==> src/sv/hmb_pkg.sv <==
package hmb_pkg;

	// Default sizes
	localparam int MAX_BLUR_DEF     = 32;
	localparam int CHANNEL_BITS_DEF = 8;

	// Width of the blur amount register
	localparam int BLUR_W = 6;

	// Colour channels: 0 red, 1 green, 2 blue
	localparam int NUM_CH = 3;

	// Controller states, one-hot
	typedef enum logic [6:0] {
		ST_IDLE   = 7'b0000001,
		ST_DECIDE = 7'b0000010,
		ST_OLD    = 7'b0000100,
		ST_SWEEP  = 7'b0001000,
		ST_MUL    = 7'b0010000,
		ST_DIV    = 7'b0100000,
		ST_OUT    = 7'b1000000
	} state_t;

	// Commands from controller to datapath
	typedef struct packed {
		logic load_item; // write incoming pixel, update count and sums
		logic start;     // latch window length, read oldest pixel
		logic cap_old;   // capture oldest pixel, take window sum from totals
		logic sweep;     // walk the store to sum a short window
		logic mul;       // form numerators and divisor
		logic div;       // one restoring division step
		logic out_load;  // load output register, drop oldest pixel
	} cmd_t;

	// Status from datapath to controller
	typedef struct packed {
		logic emit;       // an output is due
		logic use_total;  // window covers every remaining pixel
		logic sweep_done; // window sum complete
		logic div_done;   // last division step this cycle
		logic out_free;   // output register can take a result
	} sts_t;

endpackage

==> src/sv/horizontal_motion_blur.sv <==
// Sequence: an output follows its pixel's transfer through the decide, old-pixel, multiply,
// division and output states, plus a window store sweep after the blur amount is lowered mid row.
// An item is taken only in the idle state, so no new item enters while outputs are being formed;
// the pace is set by the shared bit-per-cycle divider and the single port of the window store.
// Reset (arst_n low, asynchronous): store empty, running sums and blur amount zero, no output valid;
// the window store contents are not cleared.
module horizontal_motion_blur #(
	parameter int MAX_BLUR     = hmb_pkg::MAX_BLUR_DEF,
	parameter int CHANNEL_BITS = hmb_pkg::CHANNEL_BITS_DEF
) (
	input  logic                       clk,
	input  logic                       arst_n,
	input  logic                       cfg_valid,
	output logic                       cfg_ready,
	input  logic [hmb_pkg::BLUR_W-1:0] blur_amount,
	input  logic                       in_valid,
	output logic                       in_ready,
	input  logic [CHANNEL_BITS-1:0]    red_in,
	input  logic [CHANNEL_BITS-1:0]    green_in,
	input  logic [CHANNEL_BITS-1:0]    blue_in,
	input  logic                       row_end,
	output logic                       out_valid,
	input  logic                       out_ready,
	output logic [CHANNEL_BITS-1:0]    red_out,
	output logic [CHANNEL_BITS-1:0]    green_out,
	output logic [CHANNEL_BITS-1:0]    blue_out,
	output logic                       row_done
);

	hmb_pkg::cmd_t cmd;
	hmb_pkg::sts_t sts;

	// Register writes must arrive only while idle; the block itself does not enforce this
	assign cfg_ready = 1'b1;

	// Sequencer
	hmb_ctrl u_ctrl (
		.clk      (clk),
		.arst_n   (arst_n),
		.in_valid (in_valid),
		.in_ready (in_ready),
		.sts      (sts),
		.cmd      (cmd)
	);

	// Window store, sums, divider and output register
	hmb_datapath #(
		.MAX_BLUR     (MAX_BLUR),
		.CHANNEL_BITS (CHANNEL_BITS)
	) u_datapath (
		.clk         (clk),
		.arst_n      (arst_n),
		.cmd         (cmd),
		.sts         (sts),
		.cfg_valid   (cfg_valid),
		.blur_amount (blur_amount),
		.red_in      (red_in),
		.green_in    (green_in),
		.blue_in     (blue_in),
		.row_end     (row_end),
		.out_valid   (out_valid),
		.out_ready   (out_ready),
		.red_out     (red_out),
		.green_out   (green_out),
		.blue_out    (blue_out),
		.row_done    (row_done)
	);

endmodule

==> src/sv/hmb_ctrl.sv <==
module hmb_ctrl (
	input  logic          clk,
	input  logic          arst_n,
	input  logic          in_valid,
	output logic          in_ready,
	input  hmb_pkg::sts_t sts,
	output hmb_pkg::cmd_t cmd
);

	hmb_pkg::state_t state_q;
	hmb_pkg::state_t state_nxt;

	// State register
	always_ff @(posedge clk or negedge arst_n) begin
		if (!arst_n) begin
			state_q <= hmb_pkg::ST_IDLE;
		end else begin
			state_q <= state_nxt;
		end
	end

	// Next state and commands
	always_comb begin
		state_nxt = state_q;
		cmd       = '0;
		in_ready  = 1'b0;
		unique case (state_q)
			hmb_pkg::ST_IDLE: begin
				in_ready = 1'b1;
				if (in_valid) begin
					cmd.load_item = 1'b1;
					state_nxt     = hmb_pkg::ST_DECIDE;
				end
			end
			hmb_pkg::ST_DECIDE: begin
				if (sts.emit) begin
					cmd.start = 1'b1;
					state_nxt = hmb_pkg::ST_OLD;
				end else begin
					state_nxt = hmb_pkg::ST_IDLE;
				end
			end
			hmb_pkg::ST_OLD: begin
				cmd.cap_old = 1'b1;
				state_nxt   = sts.use_total ? hmb_pkg::ST_MUL : hmb_pkg::ST_SWEEP;
			end
			hmb_pkg::ST_SWEEP: begin
				cmd.sweep = 1'b1;
				if (sts.sweep_done) begin
					state_nxt = hmb_pkg::ST_MUL;
				end
			end
			hmb_pkg::ST_MUL: begin
				cmd.mul   = 1'b1;
				state_nxt = hmb_pkg::ST_DIV;
			end
			hmb_pkg::ST_DIV: begin
				cmd.div = 1'b1;
				if (sts.div_done) begin
					state_nxt = hmb_pkg::ST_OUT;
				end
			end
			hmb_pkg::ST_OUT: begin
				// wait for the output register, then drop the oldest pixel
				if (sts.out_free) begin
					cmd.out_load = 1'b1;
					state_nxt    = hmb_pkg::ST_DECIDE;
				end
			end
			default: begin
				state_nxt = hmb_pkg::ST_IDLE;
			end
		endcase
	end

endmodule

==> src/sv/hmb_datapath.sv <==
module hmb_datapath #(
	parameter int MAX_BLUR     = hmb_pkg::MAX_BLUR_DEF,
	parameter int CHANNEL_BITS = hmb_pkg::CHANNEL_BITS_DEF
) (
	input  logic                       clk,
	input  logic                       arst_n,
	input  hmb_pkg::cmd_t              cmd,
	output hmb_pkg::sts_t              sts,
	input  logic                       cfg_valid,
	input  logic [hmb_pkg::BLUR_W-1:0] blur_amount,
	input  logic [CHANNEL_BITS-1:0]    red_in,
	input  logic [CHANNEL_BITS-1:0]    green_in,
	input  logic [CHANNEL_BITS-1:0]    blue_in,
	input  logic                       row_end,
	output logic                       out_valid,
	input  logic                       out_ready,
	output logic [CHANNEL_BITS-1:0]    red_out,
	output logic [CHANNEL_BITS-1:0]    green_out,
	output logic [CHANNEL_BITS-1:0]    blue_out,
	output logic                       row_done
);

	localparam int CB    = CHANNEL_BITS;
	localparam int NCH   = hmb_pkg::NUM_CH;
	localparam int BW    = hmb_pkg::BLUR_W;
	localparam int DEPTH = MAX_BLUR + 1;
	localparam int PW    = $clog2(DEPTH);
	localparam int CW    = $clog2(MAX_BLUR + 2);
	localparam int FW    = $clog2(MAX_BLUR + 1);
	localparam int SW    = CB + CW;
	localparam int NW    = CB + FW + 1;
	localparam int DW    = FW + 1;
	localparam int KW    = $clog2(CB + 1);

	typedef logic [NCH-1:0][CB-1:0] pix_t;

	// Window store and its read register
	pix_t mem [DEPTH];
	pix_t rd_data_q;

	// Control state
	logic [BW-1:0] blur_q;
	logic [PW-1:0] head_q;
	logic [PW-1:0] tail_q;
	logic [CW-1:0] count_q;
	logic          last_q;
	logic [CW-1:0] off_q;
	logic          rvld_q;
	logic [KW-1:0] step_q;
	logic          out_valid_q;

	// Payload state
	logic [NCH-1:0][SW-1:0] tot_q;
	logic [NCH-1:0][SW-1:0] acc_q;
	logic [NCH-1:0][NW-1:0] num_q;
	pix_t                   old_q;
	pix_t                   quo_q;
	pix_t                   out_q;
	logic [NW-1:0]          dsh_q;
	logic [FW-1:0]          follow_q;
	logic                   done_q;
	logic                   use_total_q;
	logic                   out_done_q;

	// Combinational helpers
	pix_t                      in_pix;
	logic [BW-1:0]             n_clamp;
	logic [FW-1:0]             n_f;
	logic [CW-1:0]             count_m1;
	logic [FW-1:0]             follow_c;
	logic                      emit_c;
	logic                      issue;
	logic [PW:0]               sw_sum;
	logic [PW-1:0]             sw_addr;
	logic [PW-1:0]             rd_addr;
	logic                      rd_en;
	logic [DW-1:0]             divisor;
	logic [NCH-1:0][FW+CB-1:0] prod;
	logic [NCH-1:0]            qbit;

	assign in_pix = {blue_in, green_in, red_in};

	// Window length for the next output
	assign n_clamp  = (blur_q > BW'(MAX_BLUR)) ? BW'(MAX_BLUR) : blur_q;
	assign n_f      = FW'(n_clamp);
	assign count_m1 = count_q - CW'(1);
	assign follow_c = last_q ? FW'(count_m1) : n_f;
	assign emit_c   = last_q ? (count_q != '0) : (count_q > CW'(n_f));

	// Sweep read address, head plus offset modulo depth
	assign issue  = cmd.sweep && (off_q <= CW'(follow_q));
	assign sw_sum = {1'b0, head_q} + (PW+1)'(off_q);
	always_comb begin
		if (sw_sum >= (PW+1)'(DEPTH)) begin
			sw_addr = PW'(sw_sum - (PW+1)'(DEPTH));
		end else begin
			sw_addr = PW'(sw_sum);
		end
	end
	assign rd_addr = cmd.start ? head_q : sw_addr;
	assign rd_en   = cmd.start || issue;

	// Divisor 2n, or 1 for a pass-through pixel
	assign divisor = (follow_q == '0) ? DW'(1) : {follow_q, 1'b0};

	// Products and restoring division decisions
	always_comb begin
		for (int c = 0; c < NCH; c++) begin
			prod[c] = (FW+CB)'(follow_q) * (FW+CB)'(old_q[c]);
			qbit[c] = (num_q[c] >= dsh_q);
		end
	end

	assign sts.emit       = emit_c;
	assign sts.use_total  = use_total_q;
	assign sts.sweep_done = !(off_q <= CW'(follow_q)) && !rvld_q;
	assign sts.div_done   = (step_q == KW'(CB - 1));
	assign sts.out_free   = !out_valid_q || out_ready;

	// Store write and registered read
	always_ff @(posedge clk) begin
		if (cmd.load_item) begin
			mem[tail_q] <= in_pix;
		end
		if (rd_en) begin
			rd_data_q <= mem[rd_addr];
		end
	end

	// Control registers: config, pointers, fill count, sweep and step counters
	always_ff @(posedge clk or negedge arst_n) begin
		if (!arst_n) begin
			blur_q      <= '0;
			head_q      <= '0;
			tail_q      <= '0;
			count_q     <= '0;
			last_q      <= 1'b0;
			off_q       <= '0;
			rvld_q      <= 1'b0;
			step_q      <= '0;
			out_valid_q <= 1'b0;
		end else begin
			if (cfg_valid) begin
				blur_q <= blur_amount;
			end
			if (cmd.load_item) begin
				tail_q  <= (tail_q == PW'(DEPTH - 1)) ? '0 : tail_q + PW'(1);
				count_q <= count_q + CW'(1);
				last_q  <= row_end;
			end
			if (cmd.start) begin
				off_q <= CW'(1);
			end else if (issue) begin
				off_q <= off_q + CW'(1);
			end
			rvld_q <= issue;
			if (cmd.mul) begin
				step_q <= '0;
			end else if (cmd.div) begin
				step_q <= step_q + KW'(1);
			end
			// output transfer and drop of the oldest pixel
			if (cmd.out_load) begin
				out_valid_q <= 1'b1;
				head_q      <= (head_q == PW'(DEPTH - 1)) ? '0 : head_q + PW'(1);
				count_q     <= count_m1;
			end else if (out_ready) begin
				out_valid_q <= 1'b0;
			end
		end
	end

	// Running sums of the pending pixels
	always_ff @(posedge clk or negedge arst_n) begin
		if (!arst_n) begin
			tot_q <= '0;
		end else begin
			for (int c = 0; c < NCH; c++) begin
				if (cmd.load_item) begin
					tot_q[c] <= tot_q[c] + SW'(in_pix[c]);
				end else if (cmd.out_load) begin
					tot_q[c] <= tot_q[c] - SW'(old_q[c]);
				end
			end
		end
	end

	// Window sum, numerator and quotient
	always_ff @(posedge clk) begin
		if (cmd.start) begin
			follow_q    <= follow_c;
			done_q      <= last_q && (follow_c == '0);
			use_total_q <= (CW'(follow_c) == count_m1);
		end
		for (int c = 0; c < NCH; c++) begin
			if (cmd.start) begin
				acc_q[c] <= '0;
			end else if (cmd.cap_old && use_total_q) begin
				acc_q[c] <= tot_q[c] - SW'(rd_data_q[c]);
			end else if (rvld_q) begin
				acc_q[c] <= acc_q[c] + SW'(rd_data_q[c]);
			end
			if (cmd.mul) begin
				// a pass-through pixel is its own value over one
				if (follow_q == '0) begin
					num_q[c] <= NW'(old_q[c]);
				end else begin
					num_q[c] <= NW'(prod[c]) + NW'(acc_q[c]);
				end
			end else if (cmd.div) begin
				if (qbit[c]) begin
					num_q[c] <= num_q[c] - dsh_q;
				end
				quo_q[c] <= CB'({quo_q[c], qbit[c]});
			end
		end
		if (cmd.cap_old) begin
			old_q <= rd_data_q;
		end
		if (cmd.mul) begin
			dsh_q <= NW'(divisor) << (CB - 1);
		end else if (cmd.div) begin
			dsh_q <= dsh_q >> 1;
		end
		if (cmd.out_load) begin
			out_q      <= quo_q;
			out_done_q <= done_q;
		end
	end

	assign out_valid = out_valid_q;
	assign red_out   = out_q[0];
	assign green_out = out_q[1];
	assign blue_out  = out_q[2];
	assign row_done  = out_done_q;

endmodule
==> config.mk <==
export PLATFORM = sky130hd
export DESIGN_NAME = horizontal_motion_blur
export DESIGN_NICKNAME = d
export VERILOG_FILES = /design/src/sv/hmb_pkg.sv /design/src/sv/horizontal_motion_blur.sv /design/src/sv/hmb_ctrl.sv /design/src/sv/hmb_datapath.sv
export SDC_FILE = /design/constraint.sdc
export NUM_CORES = 2
export LEC_CHECK = 0
export ABC_CLOCK_PERIOD_IN_PS = 8700
export BUFFER_PORTS_ARGS = -buffer_cell sky130_fd_sc_hd__buf_4
export CAP_MARGIN = 30
export CORE_AREA = 4 4 436 438
export DETAILED_ROUTE_END_ITERATION = 12
export DIE_AREA = 0 0 440 442
export PLACE_DENSITY = 0.54
export SETUP_SLACK_MARGIN = 0.02
export SLEW_MARGIN = 20
export SYNTH_ARGS = -nofsm -noshare
export SYNTH_HDL_FRONTEND = slang
export SYNTH_SLANG_ARGS = --single-unit
==> constraint.sdc <==
create_clock -name clk -period 8.7 [get_ports clk]
set_input_delay 1.74 -clock clk [delete_from_list [all_inputs] [get_ports clk]]
set_output_delay 1.74 -clock clk [all_outputs]
set_load 0.02 [all_outputs]
## After elaboration in Yosys (flattened, before gate mapping)

Memories as Yosys holds them, arrays and structs flattened. A register that Yosys moved wholly into a read port is not among the register bits.
Index checks and enable logic that the tools add are counted.

- Add/sub/neg operators: 26
- Multipliers: 3
- Div/mod/pow operators: 0
- Order comparisons: 7
- Equal/unequal tests: 15
- Shifts and indexed selects: 0
- Multiplexer cells: 62
- Bitwise operators: 1
- Reductions and logical operators: 25

Operators with widths:

| operator | number |
|---|---|
| $mux 14 | 14 |
| $mux 15 | 12 |
| $add 14x8->14 | 6 |
| $sub 14x8->14 | 6 |
| $mux 6 | 10 |
| $pmux 7 s7 | 1 |
| $add 14x14->15 | 3 |
| $ge 15x14->1 | 3 |
| $sub 15x14->15 | 3 |
| $mul 6x8->14 | 3 |
| $mux 7 | 5 |
| $add 6x1->6 const B | 4 |
| $mux 1 | 16 |
| $reduce_bool 2->1 | 8 |
| $eq 6x6->1 const B | 2 |
| $logic_not 6->1 | 2 |
| $mux 4 | 2 |
| $ne 2x2->1 const B | 4 |
| $reduce_and 2->1 | 4 |
| $add 6x6->7 | 1 |
| $eq 7x1->1 const B | 1 |
| $eq 7x2->1 const B | 1 |
| $eq 7x3->1 const B | 1 |
| $eq 7x4->1 const B | 1 |
| other kinds (20) | 26 |

- Register bits: 268
- Bits in latches: 0
- Memory bits (writable): 792
- Bits in read-only memories: 0
- Input port bits: 36
- Output and inout bits: 28
- Word-level logic and storage cells: 174
- Memories kept: 1

Memories:

| memory | words | bits a word | rd ports | clocked after Yosys merged registers in | wr ports | RTL line | RTL |
|---|---|---|---|---|---|---|---|
| u_datapath.mem | 33 | 24 | 1 | 1 | 1 | hmb_datapath.sv:38 | `pix_t mem [DEPTH];` |

## Longest topological paths before layout

- Depth in word-level cells: 7
- Depth in mapped cells: 21
- Depth with buffers taken out: 20

## Cells and area by module

From an unflattened synthesis, not the netlist that was laid out.

- Cells, all modules: 4480
- Area, all modules: 55767.2 um^2

By module, submodules not included:

| module | instances | cells each | area an instance (um^2) | sequential area each (um^2) |
|---|---|---|---|---|
| hmb_datapath | 1 | 4421 | 55273.0 | 31455.2 |
| hmb_ctrl | 1 | 57 | 483.0 | 176.4 |
| horizontal_motion_blur | 1 | 2 | 11.3 | 0.0 |

## Worst setup path after synthesis

Ideal clock, no wire load.

- Kind: in2reg
- Start: input port in_valid
- End: memory u_datapath.mem[7][0] in the netlist's numbering, enable pin
- Library setup time: 0.466 ns
- Data arrival time: 4.738 ns
- Required time: 8.234 ns
- Setup slack: 3.496 ns
- Stages: 4
- Buffers on the path: 1
- Path through: and2_1 -> clkbuf_1 -> nand4_1 -> nor4_1

- Cells in the longest elaborated chain, start to end: 4

RTL lines:

| element | RTL line | RTL |
|---|---|---|
| start: declaration | horizontal_motion_blur.sv:16 | `input logic in_valid,` |
| $mux 1 | hmb_ctrl.sv:30 | `if (in_valid) begin` |
| $mux 1 | hmb_ctrl.sv:27 | `unique case (state_q)` |
| $mux 1 | hmb_datapath.sv:122 | `if (cmd.load_item) begin` |
| $mux 1 (not written as such) | hmb_datapath.sv:123 | `mem[tail_q] <= in_pix;` |
| end: declaration | hmb_datapath.sv:38 |  |

No other way between the ends.

## Final worst setup path

- Start: register u_datapath.blur_q[5]
- End: register u_datapath.rd_data_q[16] in the netlist's numbering, read port of u_datapath.mem (data pin)

- Cells in the longest elaborated chain, start to end: 7
- Elaborated cells on any way between the ends: 8
- Classes of those cells: order compare (2); mux (5); reduce/logical (1)

RTL lines:

| element | RTL line | RTL |
|---|---|---|
| start: declaration | hmb_datapath.sv:42 | `logic [BW-1:0] blur_q;` |
| start signal: assignment | hmb_datapath.sv:144 | `blur_q <= blur_amount;` |
| $gt 6x6->1 | hmb_datapath.sv:84 | `assign n_clamp = (blur_q > BW'(MAX_BLUR)) ? BW'(MAX_BLUR) : blur_q;` |
| $mux 6 * | hmb_datapath.sv:84 |  |
| $gt 6x6->1 * | hmb_datapath.sv:88 | `assign emit_c = last_q ? (count_q != '0) : (count_q > CW'(n_f));` |
| $mux 1 * | hmb_datapath.sv:88 |  |
| $mux 1 * | hmb_ctrl.sv:36 | `if (sts.emit) begin` |
| $mux 1 * | hmb_ctrl.sv:27 |  |
| $mux 6 or $logic_or 1x1->1 (tied branches) | hmb_datapath.sv:100, hmb_datapath.sv:101 |  |
| end: declaration | hmb_datapath.sv:39 | `pix_t rd_data_q;` |

Every way passes the cells marked *; elsewhere a longest branch is shown, timed or not.
A chain may end at the register's enable or synchronous reset.

==> summary.txt <==
STA
  – Final Setup Violations: 0
  – Worst setup margin: 2.93 ns
  – Final Slew Violations: 0
  – Worst Skew: 0.0573 ns
  – Total negative setup slack: 0 ns
  – Final Hold Vio Count: 0
  – Tmin final: 5.77 ns
  – Maximum operating frequency: 173 MHz
  – Slew @ Worst Pin: 0.975 ns
  – Min Hold Slack: 0.422 ns
  – RSZ-0062 raised after global routing: no
  – Slew headroom: 35.0%
  – Fin crit share: 66.3%

Status
  – Status: finished clean

Power and ir drop
  – Max VDD drop: 0.346 mV
  – P_leak: 23.3 nW
  – PD cells: 315 nW/µm²

Synthesis
  – Gate Count Post-Synth: 4454
  – Compound-gate portion of the synthesized area: 11.2%
  – Post-synth top area cell: edfxtp_1
  – Post-Syn Area per Cell: 12.5 µm²
  – Main flop type after synthesis: edfxtp_1
  – EDFF count, synth: 949
  – Sequential fraction of the synthesis area: 56.8%
  – Synthesized Nets: 4862
  – Largest cells by area after synthesis: edfxtp_1 (51%), ha_1 (5.6%), fa_1 (4.3%), dfrtp_1 (3.8%), mux2i_1 (3.3%)
  – Share of the synthesized area in the top cell type: 51.2%
  – Unique masters post-synth: 93
  – #FFs+latches synth: 1084
  – Proportion of synthesized area in mux cells: 5.54%
  – Synth Area in Adders: 9.99%
  – XOR/XNOR Fraction of Synth Area: 2.73%
  – Count leader, synth: edfxtp_1
  – FFs w/ async S/R, synth: 7.93%
  – Post-Synth Simple-Gate Area: 9.47%
  – Commonest cells post-synth: edfxtp_1 (949), nand2_1 (415), inv_1 (340)
  – Mapped Area: 55700 µm²
  – Syn. warnings: 0
  – Largest family of logic cells by synthesized area: compound AO/OA/AOI/OAI gates

Detailed routing
  – Vias: 34600
  – Post-DRT Antenna Nets: 0
  – Final wirelength: 142000 µm
  – TritonRoute pass-1 iters: 5
  – Initial DRC count: 2733
  – DR WL/cell: 20.1 µm
  – # DRC: 0
  – Avg Vias per Cell: 4.88

Cells and area
  – Syn-to-layout area delta: 12.7%
  – Layout cells sized above 1: 9.75%
  – Final net count: 4892
  – Final cell utilization of the core: 33.6%

Worst setup path
  – CP Depth: 17
  – FF-to-FF End: u_datapath.rd_data_q[16]
  – Critical Path AT: 6.23 ns
  – End of the critical path: u_datapath.rd_data_q[16]
  – CP max stage cell: buf_4
  – Largest delay share family, worst path: buffers and inverters
  – Crit path launch: u_datapath.blur_q[5]
  – Setup crit start kind: flop
  – CP endpoint kind: flop
  – Crit path required time: 9.17 ns
  – CP Cell Sequence: inv_1, nand2_1, ha_1, nand3_1, nor2_1, nor4_1, o21ai_4, buf_4, inv_2, buf_4, nor3_2, a211oi_4, buf_4, mux4_1, mux2i_1, a311oi_1, o221a_1
  – Worst-path maximum fanout: 58
  – Critical Path Max Stage Delay: 0.75 ns
  – Crit Path Category: reg2reg
  – Buf/Inv on CP: 5
  – Cell count of the worst reg-to-reg path: 17
  – Worst reg-to-reg setup slack: 2.93 ns
  – Worst R2R Start: u_datapath.blur_q[5]
  – CP dominant cell by count: buf_4

Placement
  – Buffers added on ports: 62
  – Routability congestion estimate from global placement: 0.790
  – DP Wirelength: 91400 µm
  – Pre-CTS setup slack: 2.89 ns

Clocking
  – Clock transition at path regs: 0.06 ns
  – Hold buffers post-CTS: 0
  – Root buffer cell: clkbuf_16
  – Worst-Skew Late Latency: 0.75 ns
  – TritonCTS buffer count: 112
  – Htree depth: 3
  – CTS resizes: 0
  – Maximum buffer depth of the clock tree: 3
  – Post-CTS Setup Inserts: 0
  – Clock tree from TritonCTS: built
  – Clock sinks: 1084

Floorplanning
  – Die area: 194000 µm²
  – Ports: 64
  – Standard-cell rows: 159
  – Core Box Area: 187000 µm²
  – Die W: 440 µm
  – Starting Density: 29.8%
  – Die H: 442 µm

Global routing
  – Largest net degree at the start of global routing: 161
  – Number of global-route vias before repair: 34300
  – Remaining Overflow, GRT: 0
  – First-pass GRT wire length: 217000 µm
  – Initial antenna violation count: 5
  – Total track usage: 14.4%

Run
  – Number of max-cap violations: 0

Min path
  – Worst min path class: reg2reg
routing by layer:
metal  wire length (µm)  track usage, %  vias up
met4               2730            3.20        6
li1                   -               -    16400
met3               6980            2.45      173
met5                 54               0        -
met1              66400            20.3    17200
met2              65900            23.2      734
stage by stage:
| step | power, mW | instance area (µm²) | std cells |
|---|---|---|---|
| floorplan | 13.0 | 55700 | 4454 |
| global placement | 14.9 | 58900 | 6865 |
| detailed placement | 14.9 | 59000 | 6865 |
| CTS | 20.0 | 62800 | 7078 |
| global route | 21.2 | 62800 | 7079 |
| finish | 19.8 | 62800 | 7080 |
cells by family (layout without fill, tap and decap cells):
family          count (synthesis)  in the layout
compound gates                905            905
xor+xnor                      173            173
fa+ha+maj                     372            372
buf+inv                       558            687
flops                        1084           1084
mux                           252            252
other cells                     1              3
simple gates                 1109           1109
where the power goes:
part | total, mW | internal (mW) | switching [mW]
registers | 6.48 | 6.12 | 0.366
logic | 8.30 | 3.36 | 4.94
clock network | 4.99 | 2.90 | 2.09
area by class of cell:
cell class / instances / area, µm²
diodes: 2 / 5.00
clock buffers: 155 / 3050
clock inverters: 58 / 758
fillers: 18500 / 124000
inverters: 345 / 1290
multi-input cells: 2812 / 21900
flip-flops and latches: 1084 / 31600
well taps: 2495 / 3120
repair buffers: 129 / 1020
cells in the final DEF (no fill, tap or decap), types with 25 or more instances in the layout:
cell type	n
nor2_2	31
mux4_2	41
o22ai_1	69
xor2_1	63
mux2i_1	183
buf_4	125
clkbuf_1	36
o21ai_0	136
nand2_1	414
a211oi_1	159
mux2_2	25
inv_1	340
dfrtp_1	85
edfxtp_1	949
nand3_1	45
nor2b_1	29
o31ai_1	27
a21o_1	31
clkinv_1	27
nor3_1	69
dfxtp_1	49
a21boi_0	27
o21bai_1	32
and2_1	182
xnor2_1	109
clkbuf_16	113
fa_1	121
a31oi_1	83
o211ai_1	30
ha_1	251
nor2_1	192
a21oi_1	149
worst min path at each step:
| stage | from | end | slack (ns) | cells after the start |
|---|---|---|---|---|
| 2_1_floorplan | u_datapath.quo_q[23] | u_datapath.blue_out[7] | 0.40 | 0 |
| 3_3_place_gp | u_datapath.quo_q[15] | u_datapath.green_out[7] | 0.40 | 0 |
| 3_5_place_dp | u_datapath.quo_q[7] | u_datapath.red_out[7] | 0.41 | 0 |
| 4_1_cts | u_datapath.quo_q[7] | u_datapath.red_out[7] | 0.42 | 0 |
| 5_1_grt | u_datapath.quo_q[7] | u_datapath.red_out[7] | 0.42 | 0 |
| 6_report | u_datapath.quo_q[15] | u_datapath.green_out[7] | 0.42 | 0 |
state kept, by name (all words and copies together) (netlist names), 7 cells and up:
name,flops
u_ctrl.state_q,7
u_datapath.acc_q,42
u_datapath.blue_out,8
u_datapath.mem,792
u_datapath.dsh_q,14
u_datapath.rd_data_q,24
u_datapath.num_q,45
u_datapath.old_q,24
u_datapath.red_out,8
u_datapath.tot_q,42
u_datapath.quo_q,24
u_datapath.green_out,8
worst reg2reg max path: cells and delay by family (launching register included):
kind / cells / cell delay [ns]
AOI/OAI and AO/OA: 4 / 0.95
adders and majority gates: 1 / 0.32
buffers and inverters: 5 / 2.01
DFF: 1 / 0.43
muxes: 2 / 0.81
and+or+nand+nor: 5 / 1.02
Note: power is estimated with default switching activity, not from simulation.
